==> src/hdl/wtp_pkg.sv <==
`timescale 1ns / 1ps
`default_nettype none
// ----------------------------------------------------------------------------
// wtp_pkg
// Shared widths, register indexes and pipeline types of the window to target
// pixel map.
// ----------------------------------------------------------------------------
package wtp_pkg;

	localparam int CW  = 16;  // window coordinate, two's complement
	localparam int EW  = 14;  // image rectangle edge
	localparam int SW  = 15;  // image and target sizes
	localparam int OW  = 14;  // target pixel coordinate
	localparam int RIW = 3;   // register index

	localparam logic [RIW-1:0] REG_IMAGE_LEFT   = 3'd0;
	localparam logic [RIW-1:0] REG_IMAGE_TOP    = 3'd1;
	localparam logic [RIW-1:0] REG_IMAGE_WIDTH  = 3'd2;
	localparam logic [RIW-1:0] REG_IMAGE_HEIGHT = 3'd3;
	localparam logic [RIW-1:0] REG_TARGET_COLS  = 3'd4;
	localparam logic [RIW-1:0] REG_TARGET_ROWS  = 3'd5;

	// control that travels down the divider chain next to the operands
	typedef struct packed {
		logic valid;
		logic hit;
	} wtp_ctl_t;

	typedef struct packed {
		logic          hit;
		logic [OW-1:0] col;
		logic [OW-1:0] row;
	} wtp_result_t;

endpackage
`default_nettype wire

==> src/hdl/wtp_if.sv <==
`timescale 1ns / 1ps
`default_nettype none
// ----------------------------------------------------------------------------
// wtp_if
// Valid/ready channels: window point in, target pixel out.
// ----------------------------------------------------------------------------
interface wtp_point_if;
	logic                            valid;
	logic                            ready;
	logic signed [wtp_pkg::CW-1:0]   window_col;
	logic signed [wtp_pkg::CW-1:0]   window_row;

	modport source (output valid, output window_col, output window_row, input ready);
	modport sink   (input valid, input window_col, input window_row, output ready);
endinterface

interface wtp_pixel_if;
	logic                   valid;
	logic                   ready;
	logic                   hit;
	logic [wtp_pkg::OW-1:0] target_col;
	logic [wtp_pkg::OW-1:0] target_row;

	modport source (output valid, output hit, output target_col, output target_row,
		input ready);
	modport sink   (input valid, input hit, input target_col, input target_row,
		output ready);
endinterface
`default_nettype wire

==> src/hdl/wtp_front.sv <==
`timescale 1ns / 1ps
`default_nettype none
// ----------------------------------------------------------------------------
// wtp_front
// One axis: offset into the rectangle, range check, divisor and the
// offset * (target - 1) product that feeds the divider chain.
// ----------------------------------------------------------------------------
module wtp_front #(
	parameter int MAX_DIM = 16384
) (
	input  wire logic                                      clk,
	input  wire logic                                      en,
	input  wire logic signed [wtp_pkg::CW-1:0]             pos,
	input  wire logic        [wtp_pkg::EW-1:0]             origin,
	input  wire logic        [wtp_pkg::SW-1:0]             size,
	input  wire logic        [wtp_pkg::SW-1:0]             tgt,
	output logic                                           ok_s2,
	output logic             [wtp_pkg::SW-1:0]             rem_s2,
	output logic             [$clog2(MAX_DIM)-1:0]         word_s2,
	output logic             [wtp_pkg::SW-1:0]             div_s2
);
	import wtp_pkg::*;

	localparam int QW = $clog2(MAX_DIM);
	localparam int NW = SW + QW;

	logic [CW:0]   diff;
	logic [SW-1:0] sz;
	logic          in_range;
	logic [QW-1:0] tm1;
	logic          zero;
	logic [NW-1:0] prod;

	logic          ok_s1;
	logic [SW-1:0] local_s1;
	logic [QW-1:0] tm1_s1;
	logic [SW-1:0] div_s1;
	logic          zero_s1;

	always_comb begin
		diff     = {pos[CW-1], pos} - (CW+1)'(origin);
		sz       = (size == '0) ? SW'(1) : size;
		in_range = !diff[CW] && (diff[CW-1:0] < CW'(sz));
		if (32'(tgt) > MAX_DIM) begin
			tm1 = QW'(MAX_DIM - 1);
		end else if (tgt == '0) begin
			tm1 = '0;
		end else begin
			tm1 = QW'(tgt - SW'(1));
		end
		zero = (sz == SW'(1)) || (tgt <= SW'(1));
	end

	always_ff @(posedge clk) begin
		if (en) begin
			ok_s1    <= in_range && (tgt != '0);
			local_s1 <= diff[SW-1:0];
			tm1_s1   <= tm1;
			// divisor of one keeps the chain well defined on the zero path
			div_s1   <= zero ? SW'(1) : SW'(sz - SW'(1));
			zero_s1  <= zero;
		end
	end

	assign prod = zero_s1 ? '0 : NW'(local_s1) * NW'(tm1_s1);

	// quotient stays below 2**QW, so the upper part already sits below the divisor
	always_ff @(posedge clk) begin
		if (en) begin
			ok_s2   <= ok_s1;
			rem_s2  <= prod[NW-1:QW];
			word_s2 <= prod[QW-1:0];
			div_s2  <= div_s1;
		end
	end

endmodule
`default_nettype wire

==> src/hdl/wtp_div_cell.sv <==
`timescale 1ns / 1ps
`default_nettype none
// ----------------------------------------------------------------------------
// wtp_div_cell
// One restoring division step for both axes; retires one quotient bit.
// ----------------------------------------------------------------------------
module wtp_div_cell #(
	parameter int QW = 14
) (
	input  wire logic                     clk,
	input  wire logic                     arst_n,
	input  wire logic                     en,
	input  wire wtp_pkg::wtp_ctl_t        ctl_in,
	input  wire logic [wtp_pkg::SW-1:0]   col_rem_in,
	input  wire logic [QW-1:0]            col_word_in,
	input  wire logic [wtp_pkg::SW-1:0]   col_div_in,
	input  wire logic [wtp_pkg::SW-1:0]   row_rem_in,
	input  wire logic [QW-1:0]            row_word_in,
	input  wire logic [wtp_pkg::SW-1:0]   row_div_in,
	output wtp_pkg::wtp_ctl_t             ctl_q,
	output logic      [wtp_pkg::SW-1:0]   col_rem_q,
	output logic      [QW-1:0]            col_word_q,
	output logic      [wtp_pkg::SW-1:0]   col_div_q,
	output logic      [wtp_pkg::SW-1:0]   row_rem_q,
	output logic      [QW-1:0]            row_word_q,
	output logic      [wtp_pkg::SW-1:0]   row_div_q
);
	import wtp_pkg::*;

	logic [SW:0]   col_try, row_try;
	logic [SW:0]   col_sub, row_sub;
	logic          col_ge, row_ge;

	// word: numerator bits still to bring down at the top, quotient bits at the bottom
	always_comb begin
		col_try = {col_rem_in, col_word_in[QW-1]};
		col_sub = col_try - {1'b0, col_div_in};
		col_ge  = col_try >= {1'b0, col_div_in};
		row_try = {row_rem_in, row_word_in[QW-1]};
		row_sub = row_try - {1'b0, row_div_in};
		row_ge  = row_try >= {1'b0, row_div_in};
	end

	always_ff @(posedge clk or negedge arst_n) begin
		if (!arst_n) begin
			ctl_q <= '0;
		end else if (en) begin
			ctl_q <= ctl_in;
		end
	end

	always_ff @(posedge clk) begin
		if (en) begin
			col_rem_q  <= col_ge ? col_sub[SW-1:0] : col_try[SW-1:0];
			col_word_q <= QW'({col_word_in, col_ge});
			col_div_q  <= col_div_in;
			row_rem_q  <= row_ge ? row_sub[SW-1:0] : row_try[SW-1:0];
			row_word_q <= QW'({row_word_in, row_ge});
			row_div_q  <= row_div_in;
		end
	end

endmodule
`default_nettype wire

==> src/hdl/window_to_target_pixel_map_top.sv <==
`timescale 1ns / 1ps
`default_nettype none
// ----------------------------------------------------------------------------
// window_to_target_pixel_map_top
// Maps window points into the render target grid of a letterboxed image.
// ----------------------------------------------------------------------------
// Takes one point per cycle while ready is high and returns one result per
// point, in order. A point inside the image rectangle is scaled edge to
// edge with offset * (target - 1) / (image - 1), truncated; points outside,
// or a zero target size, give hit = 0 with zero coordinates. A point passes
// two front stages, then a chain of one divider cell per quotient bit, then
// the output register. A two-entry output buffer holds a stalled result
// under back-pressure; ready drops only once the spare entry is in use.
// Registers must be written through cfg_we/cfg_index/cfg_data only while no
// point is in flight; the block does not enforce this. Indexes above 5 are
// ignored.
module window_to_target_pixel_map_top #(
	parameter int MAX_DIM = 16384
) (
	input  wire logic                         clk,
	input  wire logic                         arst_n,
	input  wire logic                         cfg_we,
	input  wire logic [wtp_pkg::RIW-1:0]      cfg_index,
	input  wire logic [wtp_pkg::SW-1:0]       cfg_data,
	wtp_point_if.sink                         point,
	wtp_pixel_if.source                       pixel
);
	import wtp_pkg::*;

	localparam int QW = $clog2(MAX_DIM);

	logic [EW-1:0] image_left_q, image_top_q;
	logic [SW-1:0] image_width_q, image_height_q, target_cols_q, target_rows_q;

	always_ff @(posedge clk or negedge arst_n) begin
		if (!arst_n) begin
			image_left_q   <= '0;
			image_top_q    <= '0;
			image_width_q  <= SW'(1);
			image_height_q <= SW'(1);
			target_cols_q  <= SW'(1);
			target_rows_q  <= SW'(1);
		end else if (cfg_we) begin
			case (cfg_index)
				REG_IMAGE_LEFT:   image_left_q   <= cfg_data[EW-1:0];
				REG_IMAGE_TOP:    image_top_q    <= cfg_data[EW-1:0];
				REG_IMAGE_WIDTH:  image_width_q  <= cfg_data;
				REG_IMAGE_HEIGHT: image_height_q <= cfg_data;
				REG_TARGET_COLS:  target_cols_q  <= cfg_data;
				REG_TARGET_ROWS:  target_rows_q  <= cfg_data;
				default: ;
			endcase
		end
	end

	// whole pipeline advances while the spare output entry is free
	logic en;
	logic skid_valid_q;
	logic out_valid_q;

	assign en          = !skid_valid_q;
	assign point.ready = en;

	logic v_s1, v_s2;

	always_ff @(posedge clk or negedge arst_n) begin
		if (!arst_n) begin
			v_s1 <= 1'b0;
			v_s2 <= 1'b0;
		end else if (en) begin
			v_s1 <= point.valid;
			v_s2 <= v_s1;
		end
	end

	logic          col_ok_s2, row_ok_s2;
	wtp_ctl_t      ctl      [QW+1];
	logic [SW-1:0] col_rem  [QW+1];
	logic [QW-1:0] col_word [QW+1];
	logic [SW-1:0] col_div  [QW+1];
	logic [SW-1:0] row_rem  [QW+1];
	logic [QW-1:0] row_word [QW+1];
	logic [SW-1:0] row_div  [QW+1];

	wtp_front #(.MAX_DIM(MAX_DIM)) u_front_col (
		.clk     (clk),
		.en      (en),
		.pos     (point.window_col),
		.origin  (image_left_q),
		.size    (image_width_q),
		.tgt     (target_cols_q),
		.ok_s2   (col_ok_s2),
		.rem_s2  (col_rem[0]),
		.word_s2 (col_word[0]),
		.div_s2  (col_div[0])
	);

	wtp_front #(.MAX_DIM(MAX_DIM)) u_front_row (
		.clk     (clk),
		.en      (en),
		.pos     (point.window_row),
		.origin  (image_top_q),
		.size    (image_height_q),
		.tgt     (target_rows_q),
		.ok_s2   (row_ok_s2),
		.rem_s2  (row_rem[0]),
		.word_s2 (row_word[0]),
		.div_s2  (row_div[0])
	);

	assign ctl[0] = '{valid: v_s2, hit: col_ok_s2 && row_ok_s2};

	for (genvar i = 0; i < QW; i++) begin : g_cell
		wtp_div_cell #(.QW(QW)) u_cell (
			.clk         (clk),
			.arst_n      (arst_n),
			.en          (en),
			.ctl_in      (ctl[i]),
			.col_rem_in  (col_rem[i]),
			.col_word_in (col_word[i]),
			.col_div_in  (col_div[i]),
			.row_rem_in  (row_rem[i]),
			.row_word_in (row_word[i]),
			.row_div_in  (row_div[i]),
			.ctl_q       (ctl[i+1]),
			.col_rem_q   (col_rem[i+1]),
			.col_word_q  (col_word[i+1]),
			.col_div_q   (col_div[i+1]),
			.row_rem_q   (row_rem[i+1]),
			.row_word_q  (row_word[i+1]),
			.row_div_q   (row_div[i+1])
		);
	end

	// after the last cell the word holds the full quotient
	wtp_result_t last_res;
	logic        last_valid;

	always_comb begin
		last_valid   = ctl[QW].valid;
		last_res.hit = ctl[QW].hit;
		last_res.col = ctl[QW].hit ? OW'(col_word[QW]) : '0;
		last_res.row = ctl[QW].hit ? OW'(row_word[QW]) : '0;
	end

	wtp_result_t out_q, skid_q;
	logic        load_out, load_skid, out_from_skid;

	always_comb begin
		out_from_skid = skid_valid_q && pixel.ready;
		load_out      = !skid_valid_q && last_valid && (!out_valid_q || pixel.ready);
		load_skid     = !skid_valid_q && last_valid && out_valid_q && !pixel.ready;
	end

	always_ff @(posedge clk or negedge arst_n) begin
		if (!arst_n) begin
			out_valid_q  <= 1'b0;
			skid_valid_q <= 1'b0;
		end else begin
			if (out_from_skid) begin
				skid_valid_q <= 1'b0;
			end else if (load_skid) begin
				skid_valid_q <= 1'b1;
			end
			if (!skid_valid_q && (!out_valid_q || pixel.ready)) begin
				out_valid_q <= last_valid;
			end
		end
	end

	always_ff @(posedge clk) begin
		if (out_from_skid) begin
			out_q <= skid_q;
		end else if (load_out) begin
			out_q <= last_res;
		end
		if (load_skid) begin
			skid_q <= last_res;
		end
	end

	assign pixel.valid      = out_valid_q;
	assign pixel.hit        = out_q.hit;
	assign pixel.target_col = out_q.col;
	assign pixel.target_row = out_q.row;

endmodule
`default_nettype wire

==> src/flat_wrapper.sv <==
// flat-port wrapper written by rule: the top's interface ports become plain ports
module window_to_target_pixel_map_top_flat import wtp_pkg::*;
#(
	parameter int MAX_DIM = 16384
)
  (clk, arst_n, cfg_we, cfg_index, cfg_data, point_valid, point_window_col, point_window_row, point_ready, pixel_valid, pixel_hit, pixel_target_col, pixel_target_row, pixel_ready);
  wtp_point_if point_i ();
  wtp_pixel_if pixel_i ();
  input  wire logic clk;
  input  wire logic arst_n;
  input  wire logic cfg_we;
  input  wire logic [wtp_pkg::RIW-1:0] cfg_index;
  input  wire logic [wtp_pkg::SW-1:0] cfg_data;
  input wire logic [$bits(point_i.valid)-1:0] point_valid;
  input wire logic [$bits(point_i.window_col)-1:0] point_window_col;
  input wire logic [$bits(point_i.window_row)-1:0] point_window_row;
  output wire logic [$bits(point_i.ready)-1:0] point_ready;
  output wire logic [$bits(pixel_i.valid)-1:0] pixel_valid;
  output wire logic [$bits(pixel_i.hit)-1:0] pixel_hit;
  output wire logic [$bits(pixel_i.target_col)-1:0] pixel_target_col;
  output wire logic [$bits(pixel_i.target_row)-1:0] pixel_target_row;
  input wire logic [$bits(pixel_i.ready)-1:0] pixel_ready;
  assign point_i.valid = point_valid;
  assign point_i.window_col = point_window_col;
  assign point_i.window_row = point_window_row;
  assign point_ready = point_i.ready;
  assign pixel_valid = pixel_i.valid;
  assign pixel_hit = pixel_i.hit;
  assign pixel_target_col = pixel_i.target_col;
  assign pixel_target_row = pixel_i.target_row;
  assign pixel_i.ready = pixel_ready;
  window_to_target_pixel_map_top #(.MAX_DIM(MAX_DIM)) u_core (.clk(clk), .arst_n(arst_n), .cfg_we(cfg_we), .cfg_index(cfg_index), .cfg_data(cfg_data), .point(point_i), .pixel(pixel_i));
endmodule
==> config.mk <==
export PLATFORM = sky130hd
export DESIGN_NAME = window_to_target_pixel_map_top_flat
export DESIGN_NICKNAME = d
export VERILOG_FILES = /design/src/hdl/wtp_pkg.sv /design/src/hdl/wtp_if.sv /design/src/hdl/wtp_front.sv /design/src/hdl/wtp_div_cell.sv /design/src/hdl/window_to_target_pixel_map_top.sv /design/src/flat_wrapper.sv
export SDC_FILE = /design/constraint.sdc
export NUM_CORES = 2
export LEC_CHECK = 0
export BUFFER_PORTS_ARGS = -buffer_cell sky130_fd_sc_hd__clkbuf_2
export CAP_MARGIN = 20
export CORE_ASPECT_RATIO = 0.8
export CORE_MARGIN = 2
export CORE_UTILIZATION = 59
export CTS_CLUSTER_DIAMETER = 40
export DETAILED_ROUTE_END_ITERATION = 8
export MAX_ROUTING_LAYER = met4
export PLACE_DENSITY = 0.82
export SLEW_MARGIN = 20
export SYNTH_ARGS = -nofsm -noshare
export SYNTH_HDL_FRONTEND = slang
export SYNTH_HIERARCHICAL = 1
export SYNTH_SLANG_ARGS = --single-unit
==> constraint.sdc <==
create_clock -name clk -period 34.3 [get_ports clk]
set_input_delay 1.715 -clock clk [delete_from_list [all_inputs] [get_ports clk]]
set_output_delay 1.715 -clock clk [all_outputs]
set_load 0.01 [all_outputs]
* Word-level counts from Yosys, hierarchy flattened
Index checks and enable logic that the tools add are counted.
** Cells by class
- Add/subtract/negate cells :: 32
- Multiply operators :: 2
- Order comparisons :: 34
- Equality and inequality tests :: 7
- Mux-type cells :: 36
- Reductions and logical operators :: 34
** Operator list (count)
- $ge A16 B15 Y1 :: 28
- $mux W15 :: 28
- $sub A15 B15 Y15 :: 26
- $logic_not A15 Y1 :: 4
- $mul A15 B14 Y29 :: 2
- $mux W29 :: 2
- $mux W14 :: 4
- $sub A16 B15 Y17 :: 2
- $lt A16 B15 Y1 :: 2
- $eq A15 B1 Y1 const B :: 2
- $gt A15 B15 Y1 const B :: 2
- $le A15 B1 Y1 const B :: 2
- $reduce_bool A15 Y1 :: 2
- $sub A15 B1 Y15 const B :: 2
- $sub A14 B1 Y14 const B :: 2
- $reduce_and A2 Y1 :: 6
- $logic_and A1 B1 Y1 :: 11
- $eq A3 B2 Y1 const B :: 2
- $eq A3 B3 Y1 const B :: 2
- $logic_not A1 Y1 :: 5
- $reduce_bool A2 Y1 :: 2
- $eq A3 B1 Y1 const B :: 1
- $logic_not A3 Y1 :: 1
- $logic_or A1 B1 Y1 :: 3
- $mux W1 :: 2
** Word-level totals
- Register bits after elaboration :: 1532
- Word-level logic and storage cells :: 287

* Logic depth before layout (Yosys ltp)
- Word-level depth :: 6
- Gate-level depth with buffers :: 23
- Depth with buffers taken out :: 21

* Cells and area by module
The synthesis kept the hierarchy.
** By module, submodules not included
- wtp_div_cell (u_core.g_cell[0].u_cell ...) :: times used 8, cells each 373, area each 4901.0 um^2, sequential area each 2692.6 um^2
- wtp_div_cell (u_core.g_cell[6].u_cell ...) :: times used 4, cells each 396, area each 4789.6 um^2, sequential area each 2692.6 um^2
- wtp_front (u_core.u_front_col) :: times used 1, cells each 1212, area each 11743.8 um^2, sequential area each 2732.6 um^2
- wtp_front (u_core.u_front_row) :: times used 1, cells each 1216, area each 11723.7 um^2, sequential area each 2732.6 um^2
- wtp_div_cell (u_core.g_cell[3].u_cell ...) :: times used 2, cells each 381, area each 4769.6 um^2, sequential area each 2692.6 um^2
- window_to_target_pixel_map_top :: times used 1, cells each 329, area each 5856.9 um^2, sequential area each 4048.9 um^2

* Least setup slack after synthesis
Ideal clock, no wire load.
- Kind :: reg-to-reg
- From :: register u_core.skid_valid_q
- To :: register u_core/g_cell[0].u_cell/ctl_q[0] (netlist name)
- Data arrival time :: 31938 ps
- Required time :: 34112 ps
- Path slack :: 2174 ps
- Stages on the path, launching flop included :: 4
- Buffers on the path :: 1
- Period minus slack after synthesis :: 32126 ps
- Cells stage by stage :: dfrtp_1 buf_2 inv_1 mux2_2
** RTL lines
- start, declared :: RTL line window_to_target_pixel_map_top.sv:58 : logic skid_valid_q;
- start signal, assigned :: RTL line window_to_target_pixel_map_top.sv:158 : skid_valid_q <= 1'b0;
- start signal, assigned :: RTL line window_to_target_pixel_map_top.sv:161 : skid_valid_q <= 1'b0;
- start signal, assigned :: RTL line window_to_target_pixel_map_top.sv:163 : skid_valid_q <= 1'b1;
- end signal, assigned :: RTL line wtp_div_cell.sv:48 : ctl_q <= ctl_in;
- end, declared :: RTL line wtp_div_cell.sv:20 : output wtp_pkg::wtp_ctl_t ctl_q,
No word-level cell between the ends.

* Worst setup path in the final report
- From :: register u_core.u_front_col.local_s1[7]
- To :: register u_core/u_front_col/rem_s2[14] (netlist name), data pin
** On the way
- Longest elaborated chain between the ends :: 1
** Ends and longest elaborated chain
- start, declared :: RTL line wtp_front.sv:35 : logic [SW-1:0] local_s1;
- start signal, assigned :: RTL line wtp_front.sv:57 : local_s1 <= diff[SW-1:0];
- $mul A15 B14 Y29 :: RTL line wtp_front.sv:65 : assign prod = zero_s1 ? '0 : NW'(local_s1) * NW'(tm1_s1);
- end signal, assigned :: RTL line wtp_front.sv:71 : rem_s2 <= prod[NW-1:QW];
- end, declared :: RTL line wtp_front.sv:18 : output logic [wtp_pkg::SW-1:0] rem_s2,
No other way between the ends.
A chain may end at the register's enable or synchronous reset.

==> run_results.csv <==
group,metric,value,unit
layout,area_delta_synth_final,8.81,%
setup_path,critical_path_class,"register to register",
synthesis,syn_inst,7865,
timing,timing.final.crit_period,6.71,ns
timing,timing.fmax,149,MHz
grt,grt_pass1_vias,59600,
grt,overflow,0,
route,drt-initial-drc-count,4166,
layout,multiInputGateArea,0.0439,sq mm
route,routed_via_density,5.79,
cts,cts.sinks,1532,
setup_path,reg2regPathDepth,19,
synthesis,synth_nets,8926,
synthesis,syn_area_per_cell,12.0,sq um
placed_design,dp_hpwl,135000,microns
timing,fin_skew,0.0584,ns
setup_path,crit_path_start_kind,"register",
cts,cts_buffer_depth,3,
route,ant_nets,0,
timing,slew-limit-headroom,28.0,%
timing,finalHoldViolCount,0,
setup_path,worst_ep_arrival_time,7.23,ns
cts,cts_inserted_buffers,175,
timing,slew_violations,0,
setup_path,cp-endpoint,"u_core/u_front_col/rem_s2[14]",
grt,antenna_found_initial,3,
floorplan,initial_core_util,59.2,%
layout,fin_area,0.102,sq mm
cts,cts_resized,0,
timing,worst_pin_slew,1.08,ns
layout,nFillCells,11700,
grt,grt_max_degree,215,
hold_path,hp-class,"register to register",
timing,final.setup.tns,0,ns
cts,cts-root-buf,"clkbuf_16",
synthesis,synth.cell_area,0.0942,sq mm
setup_path,r2r_start,"u_core/u_front_col/local_s1[7]",
layout,fin_nets,8994,
route,dr_total_vias,59100,
floorplan,io_pins,86,
route,wl_per_cell,17.9,microns
layout,regArea,0.0454,sq mm
floorplan,chipHeight,361,microns
placed_design,placed_area,0.0963,sq mm
timing,final.period_utilization,19.6,%
cts,postCtsHoldBufs,0,
layout,drive_above_1_share,12.2,%
placed_design,port_buffers,85,
cts,clkSlewWorstSetupHoldPaths,0.07,ns
cts,worst_skew_pair.late_latency,0.83,ns
setup_path,crit_required,34.82,ns
cts,h-tree-depth,4,
route,firstDrtPassIters,5,
setup_path,worst_setup_path_end_kind,"register",
layout,final_common_cell,"edfxtp_1",
grt,grt_pass1_wl,302000,microns
grt,grt_usage,23.3,%
timing,grt_setup_unrepaired,"no",
timing,setup_viol,0,
layout,final_cell_mix,"edfxtp_1 (1412), inv_1 (966), ha_1 (670)",
flow_run,maxCapViolCount,0,
floorplan,coreArea,0.159,sq mm
floorplan,dieArea,0.163,sq mm
cts,tritoncts,"built",
setup_path,reg2reg_slack,27.59,ns
setup_path,path_max_fanout,14,
cts,cts_setup_buffers,0,
timing,holdWs,0.391,ns
floorplan,core.rowCount,131,
route,finalWirelength,183000,microns
route,drc,0,
setup_path,reg2reg_to,"u_core/u_front_col/rem_s2[14]",
setup_path,cp-startpoint,"u_core/u_front_col/local_s1[7]",
run_status,status,"finished clean",
synthesis,ys_warn_count,6,
layout,post-route-util,64.4,%
placed_design,gp_congestion,0.933,
floorplan,chipWidth,451,microns
-- registers in the layout, indices dropped and copies added, names as in the netlist, 28 cells and up --
| signal | flops |
|---|---|
| u_core/g_cell.u_cell/col_word_q | 196 |
| u_core/g_cell.u_cell/row_word_q | 196 |
| u_core/g_cell.u_cell/col_div_q | 195 |
| u_core/g_cell.u_cell/col_rem_q | 195 |
| u_core/g_cell.u_cell/row_div_q | 195 |
| u_core/g_cell.u_cell/row_rem_q | 195 |
| u_core/skid_q | 29 |
| u_core/g_cell.u_cell/ctl_q | 28 |
-- worst max-delay path, cell delays in order (launching register included) --
cell      delay [ns]
edfxtp_1        0.62
and2_1          0.27
fa_1            0.53
inv_1           0.06
fa_1            0.54
inv_1           0.06
fa_1            0.52
fa_1            0.46
fa_1            0.56
inv_1           0.06
fa_1            0.52
inv_1           0.04
ha_1            0.38
a21oi_1         0.30
o21ai_0         0.15
a211oi_1        0.57
o311ai_2        0.23
a41oi_1         0.31
xnor2_1         0.15
nor2_1          0.06
-- area by class of cell --
cell class / count / area share [%]
well taps: 2128 / 2.60
clock inverters: 133 / 1.61
flip-flops and latches: 1532 / 44.3
multi-input cells: 5137 / 42.8
diodes: 1 / 0.00244
inverters: 973 / 3.58
repair buffers: 114 / 0.712
clock buffers: 194 / 4.37
-- worst min path at each step --
stage                                            from                                endpoint  slack [ns]  cells after the start
2_1_floorplan           u_core/u_front_col/word_s2[9]  u_core/g_cell[0].u_cell/col_word_q[10]        0.40                      0
3_3_place_gp    u_core/g_cell[8].u_cell/col_word_q[4]   u_core/g_cell[9].u_cell/col_word_q[5]        0.40                      0
3_5_place_dp            u_core/u_front_row/word_s2[5]   u_core/g_cell[0].u_cell/row_word_q[6]        0.40                      0
4_1_cts        u_core/g_cell[1].u_cell/col_word_q[10]  u_core/g_cell[2].u_cell/col_word_q[11]        0.38                      0
5_1_grt        u_core/g_cell[1].u_cell/col_word_q[10]  u_core/g_cell[2].u_cell/col_word_q[11]        0.39                      0
6_report       u_core/g_cell[1].u_cell/col_word_q[10]  u_core/g_cell[2].u_cell/col_word_q[11]        0.39                      0
-- routing by layer --
metal  wire length (microns)  global-route usage (%)  vias up
met4                    5140                    7.25        0
li1                        -                       -    28300
met1                   81900                    30.9    28800
met5                       0                       -        -
met2                   87300                    37.5     1665
met3                    8580                    3.21      380
-- stage by stage --
stage | std cells | worst slack [ns]
4_1_cts | 10200 | 27.65
2_1_floorplan | 7865 | 3.47
5_1_grt | 10200 | 27.30
6_report | 10200 | 27.59
3_5_place_dp | 9881 | 27.74
3_3_place_gp | 9880 | 27.89
Power is not shown: default switching activity piles up to over one toggle a cycle in this logic, so the estimate is an artifact.
